## src/hw/rtl/b58ks_pkg.sv

```systemverilog
`timescale 1ns / 1ps
// ----------------------------------------------------------------------------
// b58ks_pkg
// Shared types, constants and helpers of the base58 key scanner.
// ----------------------------------------------------------------------------
package b58ks_pkg;

  localparam int DEF_MAX_KEY_LENGTH    = 64;
  localparam int DEF_MIN_KEY_LENGTH    = 32;
  localparam int DEF_MAX_PREFIX_LENGTH = 16;

  localparam int PREFIX_LENGTH_W = 5;
  localparam int PREFIX_WORD_W   = 64;
  localparam int STATUS_W        = 2;
  localparam int KEY_BYTE_W      = 8;
  localparam int KEY_LENGTH_W    = 7;
  localparam int IN_TDATA_W      = 8;
  localparam int OUT_TDATA_W     = 24;
  localparam int CFG_INDEX_W     = 2;

  // Result status codes.
  localparam logic [STATUS_W-1:0] STATUS_NONE     = 2'd0;
  localparam logic [STATUS_W-1:0] STATUS_KEY      = 2'd1;
  localparam logic [STATUS_W-1:0] STATUS_CONFLICT = 2'd2;

  // Configuration register indexes.
  localparam logic [CFG_INDEX_W-1:0] REG_PREFIX_LENGTH      = 2'd0;
  localparam logic [CFG_INDEX_W-1:0] REG_PREFIX_FIRST_EIGHT = 2'd1;
  localparam logic [CFG_INDEX_W-1:0] REG_PREFIX_LAST_EIGHT  = 2'd2;

  typedef enum logic {
    ST_SCAN,
    ST_EMIT
  } b58ks_state_t;

  typedef struct packed {
    logic [PREFIX_LENGTH_W-1:0] prefix_length;
    logic [PREFIX_WORD_W-1:0]   prefix_first_eight;
    logic [PREFIX_WORD_W-1:0]   prefix_last_eight;
  } b58ks_cfg_t;

  // Base58 alphabet: digits 1-9, letters without I, O and l.
  function automatic logic in_alphabet(input logic [7:0] b);
    logic ok;
    ok = 1'b0;
    if (b >= 8'h31 && b <= 8'h39) ok = 1'b1;
    if (b >= 8'h41 && b <= 8'h5a) ok = (b != 8'h49) && (b != 8'h4f);
    if (b >= 8'h61 && b <= 8'h7a) ok = (b != 8'h6c);
    return ok;
  endfunction

endpackage

```

## src/hw/rtl/base58_key_scanner_top.sv

```systemverilog
`timescale 1ns / 1ps
// ----------------------------------------------------------------------------
// base58_key_scanner_top
// Finds a unique prefixed base58 key in a byte stream and reports it.
// ----------------------------------------------------------------------------
// The scanner takes one byte per clock while it is scanning; the key store
// is read every cycle at the next run position, so checking a byte against
// a stored key never stalls. After the byte flagged with in_tlast the input
// is held off while the answer goes out: one transaction for no key, an
// empty prefix or a conflict, otherwise one transaction per stored key
// character, walking the key store one entry per cycle while the output is
// not stalled. Input is taken again as soon as the last answer
// transaction sits in the output register.
module base58_key_scanner_top #(
  parameter int MAX_KEY_LENGTH    = b58ks_pkg::DEF_MAX_KEY_LENGTH,
  parameter int MIN_KEY_LENGTH    = b58ks_pkg::DEF_MIN_KEY_LENGTH,
  parameter int MAX_PREFIX_LENGTH = b58ks_pkg::DEF_MAX_PREFIX_LENGTH
) (
  input  logic                                 clk,
  input  logic                                 rst_n,
  input  logic                                 in_tvalid,
  output logic                                 in_tready,
  input  logic [b58ks_pkg::IN_TDATA_W-1:0]     in_tdata,   // data_byte
  input  logic                                 in_tlast,   // last_byte
  output logic                                 out_tvalid,
  input  logic                                 out_tready,
  output logic [b58ks_pkg::OUT_TDATA_W-1:0]    out_tdata,  // status, key_byte, key_length, zero pad
  output logic                                 out_tlast,  // last_result
  input  logic                                 cfg_valid,
  output logic                                 cfg_ready,
  input  logic [b58ks_pkg::CFG_INDEX_W-1:0]    cfg_index,
  input  logic [b58ks_pkg::PREFIX_WORD_W-1:0]  cfg_data
);

  import b58ks_pkg::*;

  b58ks_cfg_t cfg_r, cfg_nxt;

  logic [STATUS_W-1:0]     out_status;
  logic [KEY_BYTE_W-1:0]   out_key_byte;
  logic [KEY_LENGTH_W-1:0] out_key_length;

  assign cfg_ready = 1'b1;

  always_comb begin
    cfg_nxt = cfg_r;
    if (cfg_valid && cfg_ready) begin
      unique case (cfg_index)
        REG_PREFIX_LENGTH:      cfg_nxt.prefix_length = cfg_data[PREFIX_LENGTH_W-1:0];
        REG_PREFIX_FIRST_EIGHT: cfg_nxt.prefix_first_eight = cfg_data;
        REG_PREFIX_LAST_EIGHT:  cfg_nxt.prefix_last_eight = cfg_data;
        default: ;
      endcase
    end
  end

  always_ff @(posedge clk) begin
    if (!rst_n) begin
      cfg_r <= '0;
    end else begin
      cfg_r <= cfg_nxt;
    end
  end

  b58ks_core #(
    .MAX_KEY_LENGTH    (MAX_KEY_LENGTH),
    .MIN_KEY_LENGTH    (MIN_KEY_LENGTH),
    .MAX_PREFIX_LENGTH (MAX_PREFIX_LENGTH)
  ) u_core (
    .clk            (clk),
    .rst_n          (rst_n),
    .cfg            (cfg_r),
    .in_valid       (in_tvalid),
    .in_ready       (in_tready),
    .in_byte        (in_tdata[7:0]),
    .in_last        (in_tlast),
    .out_valid      (out_tvalid),
    .out_ready      (out_tready),
    .out_status     (out_status),
    .out_key_byte   (out_key_byte),
    .out_key_length (out_key_length),
    .out_last       (out_tlast)
  );

  assign out_tdata = {(OUT_TDATA_W - STATUS_W - KEY_BYTE_W - KEY_LENGTH_W)'(0),
                      out_key_length, out_key_byte, out_status};

`ifndef SYNTH
  // Anything but a key character is a lone, final transaction with no payload.
  a_nokey_alone: assert property (@(posedge clk) disable iff (!rst_n)
    out_tvalid && out_status != STATUS_KEY |-> out_tlast && out_key_byte == '0 &&
      out_key_length == '0)
    else $error("non-key result carries payload or is not final");

  // The byte that ends a buffer hands control to the answer sequencer.
  a_last_stalls_input: assert property (@(posedge clk) disable iff (!rst_n)
    in_tvalid && in_tready && in_tlast |=> !in_tready)
    else $error("input accepted right after the final byte");

  // A key character never reports an empty key.
  a_key_length_set: assert property (@(posedge clk) disable iff (!rst_n)
    out_tvalid && out_status == STATUS_KEY |-> out_key_length != '0)
    else $error("key character with zero key length");

  // Status codes stay within the defined set.
  a_status_code: assert property (@(posedge clk) disable iff (!rst_n)
    out_tvalid |-> out_status == STATUS_NONE || out_status == STATUS_KEY ||
      out_status == STATUS_CONFLICT)
    else $error("undefined status code");
`endif

endmodule

```

## src/hw/rtl/b58ks_ram.sv

```systemverilog
`timescale 1ns / 1ps
// ----------------------------------------------------------------------------
// b58ks_ram
// Generic single-write, single-read memory with a registered read port.
// ----------------------------------------------------------------------------
module b58ks_ram #(
  parameter int WIDTH = 8,
  parameter int DEPTH = 64
) (
  input  logic                     clk,
  input  logic                     wr_en,
  input  logic [$clog2(DEPTH)-1:0] wr_addr,
  input  logic [WIDTH-1:0]         wr_data,
  input  logic [$clog2(DEPTH)-1:0] rd_addr,
  output logic [WIDTH-1:0]         rd_data
);

  logic [WIDTH-1:0] mem_r [DEPTH];

  always_ff @(posedge clk) begin
    if (wr_en) begin
      mem_r[wr_addr] <= wr_data;
    end
    rd_data <= mem_r[rd_addr];
  end

endmodule

```

## src/hw/rtl/b58ks_core.sv

```systemverilog
`timescale 1ns / 1ps
// ----------------------------------------------------------------------------
// b58ks_core
// Run tracker, key store and answer sequencer of the base58 key scanner.
// ----------------------------------------------------------------------------
module b58ks_core #(
  parameter int MAX_KEY_LENGTH    = b58ks_pkg::DEF_MAX_KEY_LENGTH,
  parameter int MIN_KEY_LENGTH    = b58ks_pkg::DEF_MIN_KEY_LENGTH,
  parameter int MAX_PREFIX_LENGTH = b58ks_pkg::DEF_MAX_PREFIX_LENGTH
) (
  input  logic                                clk,
  input  logic                                rst_n,
  input  b58ks_pkg::b58ks_cfg_t               cfg,
  input  logic                                in_valid,
  output logic                                in_ready,
  input  logic [7:0]                          in_byte,
  input  logic                                in_last,
  output logic                                out_valid,
  input  logic                                out_ready,
  output logic [b58ks_pkg::STATUS_W-1:0]      out_status,
  output logic [b58ks_pkg::KEY_BYTE_W-1:0]    out_key_byte,
  output logic [b58ks_pkg::KEY_LENGTH_W-1:0]  out_key_length,
  output logic                                out_last
);

  import b58ks_pkg::*;

  localparam int ADDR_W = $clog2(MAX_KEY_LENGTH);
  localparam int LEN_W  = $clog2(MAX_KEY_LENGTH + 2);
  localparam int CW     = (LEN_W > 7) ? LEN_W : 7;

  b58ks_state_t state_r, state_nxt;

  logic [LEN_W-1:0] run_count_r, run_count_nxt;
  logic             prefix_ok_r, prefix_ok_nxt;
  logic             equal_r, equal_nxt;
  logic             key_present_r, key_present_nxt;
  logic             conflict_r, conflict_nxt;
  logic [LEN_W-1:0] key_len_r, key_len_nxt;
  logic [LEN_W-1:0] emit_idx_r, emit_idx_nxt;

  logic                    out_valid_r, out_valid_nxt;
  logic [STATUS_W-1:0]     out_status_r, out_status_nxt;
  logic [KEY_BYTE_W-1:0]   out_key_byte_r, out_key_byte_nxt;
  logic [KEY_LENGTH_W-1:0] out_key_length_r, out_key_length_nxt;
  logic                    out_last_r, out_last_nxt;

  logic              mem_wr_en;
  logic [ADDR_W-1:0] mem_rd_addr;
  logic [7:0]        mem_rd_data;
  logic              fwd_hit_r, fwd_hit_nxt;
  logic [7:0]        fwd_byte_r;
  logic [7:0]        store_q;

  logic                       accept;
  logic                       is_alpha;
  logic [PREFIX_LENGTH_W-1:0] plen;
  logic [CW-1:0]              rc_ext, plen_ext, t_rc_ext;
  logic [15:0][7:0]           pfx;
  logic [LEN_W-1:0]           t_rc;
  logic                       t_pm, t_eq;
  logic                       judge_now, judge_ok;
  logic                       slot_free, emit_single, emit_final;

  assign in_ready  = (state_r == ST_SCAN);
  assign accept    = in_valid && in_ready;
  assign is_alpha  = in_alphabet(in_byte);
  assign plen      = (cfg.prefix_length > PREFIX_LENGTH_W'(MAX_PREFIX_LENGTH)) ?
                     PREFIX_LENGTH_W'(MAX_PREFIX_LENGTH) : cfg.prefix_length;
  assign plen_ext  = CW'(plen);
  assign rc_ext    = CW'(run_count_r);
  assign pfx       = {cfg.prefix_last_eight, cfg.prefix_first_eight};
  assign slot_free = !out_valid_r || out_ready;

  assign emit_single = (cfg.prefix_length == '0) || conflict_r || !key_present_r;
  assign emit_final  = emit_single || ((emit_idx_r + LEN_W'(1)) == key_len_r);

  // The store returns the old contents when an entry is written and read in
  // the same cycle, so that byte is forwarded from a side register.
  assign store_q = fwd_hit_r ? fwd_byte_r : mem_rd_data;

  // While scanning, the store is read every cycle at the position the run will
  // have next, so the stored byte for comparison is ready when the next byte arrives.
  always_comb begin
    t_rc      = run_count_r;
    t_pm      = prefix_ok_r;
    t_eq      = equal_r;
    mem_wr_en = 1'b0;
    if (is_alpha) begin
      if (rc_ext < plen_ext && in_byte != pfx[rc_ext[3:0]]) begin
        t_pm = 1'b0;
      end
      if (rc_ext < CW'(MAX_KEY_LENGTH)) begin
        if (!key_present_r) begin
          mem_wr_en = accept;
        end else if (rc_ext >= CW'(key_len_r) || store_q != in_byte) begin
          t_eq = 1'b0;
        end
      end else begin
        t_eq = 1'b0;
      end
      if (rc_ext <= CW'(MAX_KEY_LENGTH)) begin
        t_rc = run_count_r + LEN_W'(1);
      end
    end
  end

  assign t_rc_ext  = CW'(t_rc);
  assign judge_now = accept && (!is_alpha || in_last) && (t_rc != '0);
  assign judge_ok  = (t_rc_ext >= CW'(MIN_KEY_LENGTH)) &&
                     (t_rc_ext <= CW'(MAX_KEY_LENGTH)) &&
                     (t_rc_ext >= plen_ext) && (plen != '0) &&
                     t_pm && !conflict_r;

  always_comb begin
    state_nxt = state_r;
    unique case (state_r)
      ST_SCAN: begin
        if (accept && in_last) state_nxt = ST_EMIT;
      end
      ST_EMIT: begin
        if (slot_free && emit_final) state_nxt = ST_SCAN;
      end
      default: state_nxt = ST_SCAN;
    endcase
  end

  always_comb begin
    run_count_nxt      = run_count_r;
    prefix_ok_nxt      = prefix_ok_r;
    equal_nxt          = equal_r;
    key_present_nxt    = key_present_r;
    conflict_nxt       = conflict_r;
    key_len_nxt        = key_len_r;
    emit_idx_nxt       = emit_idx_r;
    out_valid_nxt      = out_valid_r && !out_ready;
    out_status_nxt     = out_status_r;
    out_key_byte_nxt   = out_key_byte_r;
    out_key_length_nxt = out_key_length_r;
    out_last_nxt       = out_last_r;
    unique case (state_r)
      ST_SCAN: begin
        emit_idx_nxt = '0;
        if (accept) begin
          if (judge_now) begin
            run_count_nxt = '0;
            prefix_ok_nxt = 1'b1;
            equal_nxt     = 1'b1;
            if (judge_ok) begin
              if (!key_present_r) begin
                key_present_nxt = 1'b1;
                key_len_nxt     = t_rc;
              end else if (!(t_eq && t_rc == key_len_r)) begin
                conflict_nxt = 1'b1;
              end
            end
          end else begin
            run_count_nxt = t_rc;
            prefix_ok_nxt = t_pm;
            equal_nxt     = t_eq;
          end
        end
      end
      ST_EMIT: begin
        if (slot_free) begin
          out_valid_nxt = 1'b1;
          out_last_nxt  = emit_final;
          if (emit_single) begin
            out_status_nxt     = (cfg.prefix_length != '0 && conflict_r) ?
                                 STATUS_CONFLICT : STATUS_NONE;
            out_key_byte_nxt   = '0;
            out_key_length_nxt = '0;
          end else begin
            out_status_nxt     = STATUS_KEY;
            out_key_byte_nxt   = store_q;
            out_key_length_nxt = KEY_LENGTH_W'(key_len_r);
            emit_idx_nxt       = emit_idx_r + LEN_W'(1);
          end
          if (emit_final) begin
            key_present_nxt = 1'b0;
            conflict_nxt    = 1'b0;
            key_len_nxt     = '0;
          end
        end
      end
      default: ;
    endcase
  end

  assign mem_rd_addr = (state_r == ST_EMIT) ? emit_idx_nxt[ADDR_W-1:0] :
                                              run_count_nxt[ADDR_W-1:0];

  assign fwd_hit_nxt = mem_wr_en && (run_count_r[ADDR_W-1:0] == mem_rd_addr);

  b58ks_ram #(
    .WIDTH (8),
    .DEPTH (MAX_KEY_LENGTH)
  ) u_key_store (
    .clk     (clk),
    .wr_en   (mem_wr_en),
    .wr_addr (run_count_r[ADDR_W-1:0]),
    .wr_data (in_byte),
    .rd_addr (mem_rd_addr),
    .rd_data (mem_rd_data)
  );

  always_ff @(posedge clk) begin
    if (!rst_n) begin
      state_r       <= ST_SCAN;
      run_count_r   <= '0;
      prefix_ok_r   <= 1'b1;
      equal_r       <= 1'b1;
      key_present_r <= 1'b0;
      conflict_r    <= 1'b0;
      key_len_r     <= '0;
      emit_idx_r    <= '0;
      out_valid_r   <= 1'b0;
      fwd_hit_r     <= 1'b0;
    end else begin
      state_r       <= state_nxt;
      run_count_r   <= run_count_nxt;
      prefix_ok_r   <= prefix_ok_nxt;
      equal_r       <= equal_nxt;
      key_present_r <= key_present_nxt;
      conflict_r    <= conflict_nxt;
      key_len_r     <= key_len_nxt;
      emit_idx_r    <= emit_idx_nxt;
      out_valid_r   <= out_valid_nxt;
      fwd_hit_r     <= fwd_hit_nxt;
    end
  end

  always_ff @(posedge clk) begin
    out_status_r     <= out_status_nxt;
    out_key_byte_r   <= out_key_byte_nxt;
    out_key_length_r <= out_key_length_nxt;
    out_last_r       <= out_last_nxt;
    fwd_byte_r       <= in_byte;
  end

  assign out_valid      = out_valid_r;
  assign out_status     = out_status_r;
  assign out_key_byte   = out_key_byte_r;
  assign out_key_length = out_key_length_r;
  assign out_last       = out_last_r;

endmodule

```

## config.mk

```make
export PLATFORM = sky130hd
export DESIGN_NAME = base58_key_scanner_top
export DESIGN_NICKNAME = d
export VERILOG_FILES = /design/src/hw/rtl/b58ks_pkg.sv /design/src/hw/rtl/base58_key_scanner_top.sv /design/src/hw/rtl/b58ks_ram.sv /design/src/hw/rtl/b58ks_core.sv
export SDC_FILE = /design/constraint.sdc
export NUM_CORES = 1
export LEC_CHECK = 0
export BUFFER_PORTS_ARGS = -buffer_cell sky130_fd_sc_hd__buf_4
export CAP_MARGIN = 20
export CORE_MARGIN = 3
export CORE_UTILIZATION = 55
export DETAILED_ROUTE_END_ITERATION = 7
export PLACE_DENSITY = 0.72
export SYNTH_ARGS = -nofsm -noshare
export SYNTH_HDL_FRONTEND = slang
export SYNTH_HIERARCHICAL = 1
export SYNTH_SLANG_ARGS = --single-unit
```

## constraint.sdc

```tcl
create_clock -name clk -period 10.75 [get_ports clk]
set_input_delay 2.6875 -clock clk [delete_from_list [all_inputs] [get_ports clk]]
set_output_delay 2.6875 -clock clk [all_outputs]
set_load 0.02 [all_outputs]
```

After elaboration in Yosys (flattened, before gate mapping). Memories as Yosys holds them, arrays and structs flattened. A register that Yosys moved wholly into a read port is not among the register bits. Index checks and enable logic that the tools add are counted.

Register bits: 187. RAM bits: 512. Output and inout port bits: 28. Word-level logic and storage cells: 156. Memories: 1.

Memory list: u_core.u_key_store.mem_r (words 64, width 8, read ports 1, clocked after memory_dff 1, wr ports 1, line b58ks_ram.sv:18) `logic [WIDTH-1:0] mem_r [DEPTH];`.

Add/sub/neg operators: 2. $lt $le $gt $ge: 15. Eq/ne operators: 19. Multiplexer cells: 54. Bitwise operators: 1. Reductions and logical operators: 44.

Operators by type and width (number): $mux 7 (11); $bmux 8 s4 (1); $mux 1 (30); $pmux 7 s2 (2); $ne 8x7->1 const B (3); $logic_and 1x1->1 (19); $mux 6 (3); $ne 2x2->1 const B (9); $ge 8x7->1 const B (2); $le 8x7->1 const B (2); $mux 8 (2); $ne 8x8->1 (2); $add 7x1->7 const B (2); $eq 7x7->1 (2); $le 7x7->1 const B (2); $reduce_and 2->1 (6); $reduce_bool 5->1 (2); $ge 8x6->1 const B (1); $le 8x6->1 const B (1); $ge 7x5->1 (1); $ge 7x6->1 const B (1); $ge 7x7->1 (1); $lt 7x5->1 (1); $lt 7x7->1 const B (1); other kinds (17) (28).

Depth between registers and ports, before layout.
Word-level depth: 16. Depth in mapped cells: 18. Gate-level depth less buffers: 13.

Modules after synthesis. The synthesis kept the hierarchy.

By module, submodules not included: b58ks_ram (instances 1, cells an instance 940, area each 20166.8 sq um, sequential area each 15534.9 sq um); base58_key_scanner_top (instances 1, cells an instance 513, area each 5151.2 sq um, sequential area each 2662.6 sq um); b58ks_core (instances 1, cells an instance 528, area each 4859.7 sq um, sequential area each 1261.2 sq um).

Least setup slack after synthesis. Ideal clock, no wire load.

Path type: input to register. Start point: in in_tdata[4] (netlist name). End point: reg u_core.u_key_store.rd_data[3], read port of u_core.u_key_store.mem_r. Library setup time: 0.136 ns. Data arrival time: 6.037 ns. Required time: 10.614 ns. Slack: 4.577 ns. Cell stages on the path: 16. Path buffers: 5. Cell sequence: buf_6 > a21boi_0 > o211ai_2 > a2111oi_2 > buf_4 > mux2_2 > and2_1 > a211oi_1 > a21oi_1 > buf_4 > buf_2 > buf_2 > mux4_2 > mux4_2 > o21ai_1 > o41ai_1.

Cells in the longest elaborated chain, start to end: 13. Elaborated cells on any way between the ends: 26. Those cells by class: 6 x order compare; 3 x eq/ne; 8 x mux; 9 x reduce/logical.

RTL lines: from (decl) (line base58_key_scanner_top.sv:23) `input logic [b58ks_pkg::IN_TDATA_W-1:0] in_tdata,`; $ge 8x6->1 / $le 8x6->1 (equally long branches) (line b58ks_pkg.sv:46) `if (b >= 8'h31 && b <= 8'h39) ok = 1'b1;`; $logic_and 1x1->1 (line b58ks_pkg.sv:46); $mux 1 (line b58ks_pkg.sv:46); $mux 1 (line b58ks_pkg.sv:47) `if (b >= 8'h41 && b <= 8'h5a) ok = (b != 8'h49) && (b != 8'h4f);`; $mux 1 (*) (line b58ks_pkg.sv:48) `if (b >= 8'h61 && b <= 8'h7a) ok = (b != 8'h6c);`; parallel branches: the longest is 4 deep, another holds $mux 7; $mux 7 (*) (line b58ks_core.sv:145) `if (judge_now) begin`; $mux 6 (*) (line b58ks_core.sv:144) `if (accept) begin`; $mux 6 (*) (line b58ks_core.sv:141) `unique case (state_r)`; $mux 6 (*) (line b58ks_core.sv:190) `assign mem_rd_addr = (state_r == ST_EMIT) ? emit_idx_nxt[ADDR_W-1:0] :`; net u_core.mem_rd_addr[1] (line b58ks_core.sv:49) `logic [ADDR_W-1:0] mem_rd_addr;`; to (decl) (line b58ks_ram.sv:15) `output logic [WIDTH-1:0] rd_data`.

Mark *: on every way through the listed nets, which the timed path passes. A chain may end at the register's enable or synchronous reset.

Worst setup path after layout.
Start point: in in_tdata[4] (netlist name). End point: reg u_core.u_key_store.rd_data[6], read port of u_core.u_key_store.mem_r.

Same word-level chain as after synthesis.

==> results.yml <==
run_status:
  outcome: "finished clean"
synthesis:
  synth_cells: 1981
  yosys.area.top_type_share_pct: 52.7
  yosys-top-cells-area: "edfxtp_1 53%, dfxtp_1 12%, mux4_2 11%"
  yosysSeqAreaShare_pct: 64.5
  synth_largest_area_cell: "edfxtp_1"
  synth.avg_cell_area_um2: 15.2
  synthTopCellsByCount: "530 x edfxtp_1, 265 x nand2_1, 207 x mux2i_1, 177 x dfxtp_1, 148 x mux4_2"
  synth_most_common_cell: "edfxtp_1"
  synthArstFlopShare_pct: 0
  synth_flop_cell: "edfxtp_1"
  ys_seq_elements: 707
  synth_edf_count: 530
  synth_cell_types: 87
  yosys_warnings: 6
  netlist_area_mm2: 0.0302
placed_design:
  portBuffers: 99
  dp_hpwl_mm: 42.7
  gp_congestion: 0.889
  post-place-ws_ns: 2.82
routing:
  antenna_left: 0
  dr.pass1.iters: 5
  vias_per_cell: 6.16
  dr_wl_met3_mm: 5.30
  wl_met2_mm: 32.8
  drt_iter0_markers: 1681
  detail_route.wl_per_cell_um: 24.7
  drc: 0
  dr.max_layer_used: "met4"
  wirelength_mm: 69.3
  via_count: 17300
  wl_met1_mm: 29.2
critical_path:
  cp_num_buf_inv: 2
  cp-end-kind: "flop"
  cpPeakStageDelay_ns: 0.62
  cp-start-kind: "input port"
  path_class: "input port to flop"
  crit_family: "compound AO/OA/AOI/OAI gates"
  crit_chain: "buf_4 -> nand2_1 -> a211o_2 -> a211oi_4 -> nand2b_1 -> or4_1 -> and3_1 -> a21oi_4 -> buf_4 -> mux4_2 -> mux2_2 -> o221a_2 -> nor3_1 -> o32ai_1"
  cp_data_arrival_time_ns: 7.83
  critPathRequiredTime_ns: 11.23
  cpMostUsedCell: "buf_4"
  slowest_stage: "buf_4"
  cp_max_fo: 75
cts:
  cts_htree_levels: 3
  cts_root_buf: "clkbuf_16"
  clkSinkCount: 707
  cts_setup_buffers: 0
  postCtsHoldBufs: 0
  clkTransAtPathRegs_ns: 0.06
  clk_path_buf_depth: 3
  cts_tree: "built"
  numCtsBuffers: 74
  cts_resized: 0
  clk_latency_ns: 0.61
global_routing:
  grt_max_degree: 122
  grt_pass1_vias: 17000
  grtUsageTotal_pct: 24.4
  grt_overflow: 0
  antenna_found_initial: 0
  grt_pass1_wl_mm: 105
layout:
  drive_above_1_share_pct: 19.9
  final_util_pct: 62.0
  multi_input_area_mm2: 0.00978
  finalNetCount: 2150
  regArea_mm2: 0.0195
  areaGrowthSynthToFinish_pct: 11.0
  fill_cells: 3922
  diodes: 0
timing:
  clock.fmax_ghz: 0.136
  post-route-period-util_pct: 68.4
  clock_skew_ns: 0.0315
  hold_slack_ns: 0.456
  rsz0062_at_grt: "no"
  hold_viol: 0
  layout_min_cycle_time_ns: 7.36
  finalSetupTns_ns: 0
  finalSetupViolCount: 0
  worst_slew_pin_slew_ns: 1.14
  slew_viol_final: 0
  maxSlewHeadroom_pct: 24.2
  timing.final.ws_setup_ns: 3.39
floorplan:
  row_count: 85
  die_x_um: 240
  start_util_pct: 55.9
  die-area_mm2: 0.0577
  coreArea_mm2: 0.0540
  fp.dieH_um: 240
  ios: 108
power:
  peakVddDrop_v: 0.000123
  finalPower_mw: 5.87
  p_leak_nw: 11.2
  p_per_area_mw_per_mm2: 175
flow_run:
  cap_violations: 0
worst_hold_path:
  hold_path_class: "flop to flop"
-- state kept, by name, summed over array words and instances (netlist names) --
| name | cells |
|---|---|
| u_core/out_last | 1 |
| u_core/out_key_length | 7 |
| u_core/rc_ext | 7 |
| u_core/u_key_store/mem_r | 512 |
| u_core/out_valid | 1 |
| u_core/prefix_ok_r | 1 |
| u_core/key_present_r | 1 |
| cfg_r | 133 |
| u_core/fwd_byte_r | 8 |
| u_core/conflict_r | 1 |
| u_core/state_r | 1 |
| u_core/fwd_hit_r | 1 |
| u_core/u_key_store/rd_data | 8 |
| u_core/key_len_r | 7 |
| u_core/out_status | 2 |
| u_core/emit_idx_r | 7 |
| u_core/equal_r | 1 |
| u_core/out_key_byte | 8 |
-- worst paths after layout --
check | slack, ns | end | cells past startpoint | start
max reg2reg | 5.34 | u_core/u_key_store/rd_data[0] | 15 | u_core/rc_ext[1]
min | 0.46 | cfg_r[82] | 2 | cfg_r[82]
min reg2reg | 0.46 | cfg_r[82] | 2 | cfg_r[82]
max | 3.39 | u_core/u_key_store/rd_data[6] | 14 | in_tdata[4]
-- layout make-up --
class                           count  share of cell area (%)
Clock buffer                       93                    5.86
Clock inverter                     39                    1.07
Inverter                           20                   0.247
Multi-Input combinational cell   1126                    29.2
Sequential cell                   707                    58.1
Tap cell                          696                    2.60
Timing Repair Buffer              128                    2.92
-- power by group --
part           internal [mW]  switching, mW  total, mW
Clock                   1.42           1.04       2.47
Sequential              2.96         0.0202       2.98
Combinational          0.179          0.244      0.423
-- worst min-delay path, cell delays in order (launching register included) --
cell	delay (ns)
dfxtp_1	0.31
nand2_1	0.05
mux2i_1	0.05
-- metal layers --
metal	track usage, %	vias up
li1	-	7681
met2	38.1	671
met5	0	-
met4	7.98	0
met1	34.9	8821
met3	4.70	119
-- logic make-up after synthesis --
logic type,count (synthesis),share of synthesized area [%]
flip-flops,707,64.5
AO/OA/AOI/OAI,151,3.79
XOR/XNOR,45,1.37
other,2,0.0249
AND/OR/NAND/NOR,534,7.82
multiplexers,375,18.7
buffers and inverters,154,3.32
adder cells (fa/ha/maj),13,0.539
-- layout by cell type, fill, tap and decap left out, drive strengths merged, types with 5 or more instances in the layout --
| cell type | count |
|---|---|
| and3 | 10 |
| o21ai | 22 |
| nor3 | 15 |
| nand3b | 5 |
| clkinv | 27 |
| nor2 | 134 |
| clkbuf | 93 |
| ha | 13 |
| mux2i | 207 |
| mux4 | 148 |
| nand3 | 25 |
| a211oi | 8 |
| buf | 128 |
| nor2b | 22 |
| nand2 | 265 |
| nand4 | 5 |
| o2111ai | 7 |
| xor2 | 12 |
| o22ai | 8 |
| a2111oi | 5 |
| dfxtp | 177 |
| inv | 26 |
| xnor2 | 33 |
| a221oi | 7 |
| edfxtp | 530 |
| bufinv | 5 |
| a22oi | 8 |
| nor4 | 8 |
| mux2 | 20 |
| and2 | 6 |
| a21oi | 24 |
| nand2b | 16 |
| o221ai | 12 |
| conb | 8 |
-- per-stage QoR --
step	area (um^2)	std cells
floorplan	30200	1987
global placement	31200	2677
detailed placement	31200	2677
CTS	33500	2809
global route	33500	2809
finish	33500	2809
Power figures use the tool's default switching activity.
